[src/rtl/hrvs_pkg.sv]
package hrvs_pkg;

	// One stored entry: time it was added, hit count and similarity score.
	typedef struct packed {
		logic [31:0] added;
		logic [31:0] hits;
		logic [15:0] score;
	} entry_t;

	// Command broadcast to every cell of the ring.
	typedef struct packed {
		logic        shift;
		logic        load;
		logic        bump;
		logic [31:0] now;
		logic [15:0] sim;
	} cell_cmd_t;

	localparam int unsigned SCORE_W = 16;

endpackage

[src/rtl/hrvs_cell.sv]
module hrvs_cell import hrvs_pkg::*; (
	input  logic      clk,
	input  logic      arst_n,
	input  cell_cmd_t cmd,
	input  logic      sel_load,
	input  logic      sel_bump,
	input  entry_t    nxt,
	output entry_t    ent
);

	entry_t ent_q;

	// The cell either passes its entry on around the ring, takes a new
	// entry as the victim, or records a hit for the best match.
	always_ff @(posedge clk or negedge arst_n) begin
		if (!arst_n) begin
			ent_q <= '0;
		end else if (cmd.shift) begin
			ent_q <= nxt;
		end else if (cmd.load && sel_load) begin
			ent_q.added <= cmd.now;
			ent_q.hits  <= '0;
			ent_q.score <= cmd.sim;
		end else if (cmd.bump && sel_bump) begin
			if (ent_q.hits != '1) begin
				ent_q.hits <= ent_q.hits + 32'd1;
			end
			if (ent_q.score < cmd.sim) begin
				ent_q.score <= cmd.sim;
			end
		end
	end

	assign ent = ent_q;

endmodule
[config.mk]
export PLATFORM = sky130hd
export DESIGN_NAME = hrvs_cell
export DESIGN_NICKNAME = d
export VERILOG_FILES = /design/src/rtl/hrvs_pkg.sv /design/src/rtl/hrvs_cell.sv
export SDC_FILE = /design/constraint.sdc
export NUM_CORES = 1
export LEC_CHECK = 0
export BUFFER_PORTS_ARGS = -buffer_cell sky130_fd_sc_hd__buf_2
export CORE_ASPECT_RATIO = 2
export CORE_MARGIN = 2
export CORE_UTILIZATION = 48
export DETAILED_ROUTE_END_ITERATION = 10
export PLACE_DENSITY_LB_ADDON = 0.1
export SLEW_MARGIN = 20
export SYNTH_ARGS = -nofsm -noshare
export SYNTH_HDL_FRONTEND = slang
export SYNTH_SLANG_ARGS = --single-unit
[constraint.sdc]
create_clock -name clk -period 3.3 [get_ports clk]
set_clock_uncertainty 0.2 [all_clocks]
set_input_delay 0.165 -clock clk [delete_from_list [all_inputs] [get_ports clk]]
set_output_delay 0.165 -clock clk [all_outputs]
set_load 0.03 [all_outputs]
==> metrics.csv <==
metric,value,unit
io pins,215,
TNS Setup,0,ns
synthesized area per cell,9.188,µm²
Vias/cell,5.487,
Post-Syn Area,4787,µm²
FP Rows,51,
Crit-path slowest cell,o21ai_2,
CP arrival,2.73,ns
Yosys cell types,60,
Mapped Nets,672,
CTS tree,built,
Finished Cell Area,7373,µm²
# port buffers,214,
"Buf+Inv Stages, Crit Path",0,
CTS root buffer,clkbuf_16,
Filler cells,710,
Synth warnings,0,
Max Cap Violations,0,
ys flop type,dfrtp_1,
Detailed Route Iter0 Violations,461,
Synth Instances,521,
gr ovfl total,0,
share of layout cells above drive strength 1,0.3281,
setup violators final,0,
"most common cell after layout, fill and taps aside",buf_2,
failing checks,negative hold slack,
Clock Latency Late Sink,0.34,ns
placed cell count,842,
RePlAce Congestion,0.9476,
DP Area,5936,µm²
drt wl/cell,16.79,µm
status,"finished, violations left",
crit end category,register,
post-CTS setup buffers,0,
clock transition at the registers of the reported paths,0.06,ns
DRT Pass-1 Iters,5,
CTS max path bufs,2,
"FF+latch count, synth",80,
Largest register FFs,80,
initial antenna violation count,1,
leading area contributor after synthesis,dfrtp_1,
Worst slew margin,0.3517,
P&R area growth vs syn,54.03,%
unrepaired setup endpoints after global routing,no,
first-pass GRT wire length,25440,µm
fmax,0.3710,GHz
Post-synth EDFFs,0,
Worst Path Required,3.34,ns
R2R setup slack,0.60,ns
Die Footprint,10840,µm²
Antenna Nets Post-Route,0,
leakage power,3.580,nW
Final Max Tran Viols,0,
Crit path largest cell delay,0.80,ns
top fanout value on the critical path,20,
critical path's top delay family,compound AO/OA/AOI/OAI gates,
GRT Total Usage,0.3051,
Die Y,145.2,µm
final wirelength,16200,µm
Yosys top cell area share,0.4182,
drt drc,0,
Critical Path Start Type,register,
crit-path cells,ha_1 > nand2_1 > nor4_2 > and3_1 > o21ai_2 > a21oi_1 > a221oi_1,
largest net degree at the start of global routing,83,
final cell count without fillers,965,
fin util,0.7602,
async set or reset register ratio after synthesis,1.000,
synth top area cells,"dfrtp_1 42%, nand2_1 7.2%, mux2i_1 6.9%",
Slew @ Worst Pin,0.9723,ns
vias in the first global route,5253,
dpl hpwl,10690,µm
initial core utilization,0.4936,
worst vdd rail ir drop,0.3632,mV
PwrDens,453.5,nW/µm²
cts bufs inserted,9,
Tmin final,2.696,ns
most frequent cells in the layout,"212 x buf_2, 106 x dlygate4sd3_1, 92 x nand2_1",
final hold slack,-0.01886,ns
final hold vios,1,
final period utilization,0.8169,
"Seq/Total Area, Yosys",0.4182,
clk sinks,80,
via count,5295,
Hold Crit Class,primary input to register,
H-Tree Depth,3,
CORE AREA,9699,µm²
DIE WIDTH,74.62,µm
WS Path Type,register to register,
nets,978,
## where the power goes
group          switching, mW  internal (mW)
Sequential             0.103           1.09
Clock                  0.411          0.837
Combinational          0.531          0.374
Total                   1.04           2.30
## stage by stage
| stage | worst slack [ns] | total power, mW |
|---|---|---|
| floorplan | 0.7668 | 1.683 |
| global placement | 0.7315 | 1.966 |
| detailed placement | 0.6491 | 1.987 |
| CTS | 0.6391 | 3.338 |
| global route | 0.4335 | 3.485 |
| finish | 0.6043 | 3.344 |
## cell type report
type,count,area (µm²),area share
Clock buffer,11,242.7,0.03292
Clock inverter,5,127.6,0.01731
Timing Repair Buffer,325,2191,0.2971
Multi-Input combinational cell,393,2575,0.3492
Tap cell,132,165.2,0.02240
Sequential cell,80,2002,0.2715
Inverter,18,67.56,0.009163
Antenna cell,1,2.502,0.0003394
## synth_stat cells, types with 3 or more instances
library cell / n
dfrtp_1: 80
ha_1: 16
a21o_1: 5
nor2_1: 17
nand4_2: 3
nand4_1: 9
nor4_2: 6
inv_1: 18
mux2_2: 17
and3_1: 6
and2_1: 3
nand2b_1: 3
and4_1: 4
mux2i_1: 33
o31ai_1: 9
xnor2_1: 7
o21ai_0: 62
buf_6: 4
nand2_1: 92
clkbuf_1: 15
a2bb2oi_1: 3
a21oi_1: 36
o21ai_1: 7
nand3_1: 12
nor3_1: 4
buf_2: 8
## worst paths after layout
path	start	end	cells past startpoint
setup reg to reg	ent[16]	ent[31]	7
min in group asynchronous	arst_n	ent[23]	2
hold reg to reg	ent[53]	ent[53]	2
max in group asynchronous	arst_n	ent[6]	2
hold / removal	cmd[18]	ent[50]	3
setup / recovery	ent[16]	ent[31]	7
## kinds of logic after synthesis
| group | Yosys count | synth area share |
|---|---|---|
| buffers and inverters | 48 | 0.04626 |
| flip-flops | 80 | 0.4182 |
| AO/OA/AOI/OAI | 149 | 0.1866 |
| multiplexers | 50 | 0.1090 |
| AND/OR/NAND/NOR | 171 | 0.1853 |
| XOR/XNOR | 7 | 0.01281 |
| adder cells (fa/ha/maj) | 16 | 0.04182 |
## layer usage
layer	up-vias	wire [µm]	global-route usage
met3	73	774	0.04444
met5	-	0	0
met2	233	8806	0.5261
li1	2491	-	-
met4	0	992	0.1964
met1	2498	5631	0.3299
## worst min-delay path: stages
cell and delay (ns):
buf_2 0.07, mux2i_1 0.06, o21ai_0 0.18
## timing repair
item | in CTS | in global routing
hold endpoints to repair | 154 | 0
resized for setup | 0 | 0
endpoints found under the setup margin | 0 | 0
hold buffers | 106 | 0
Power figures use the tool's default switching activity.
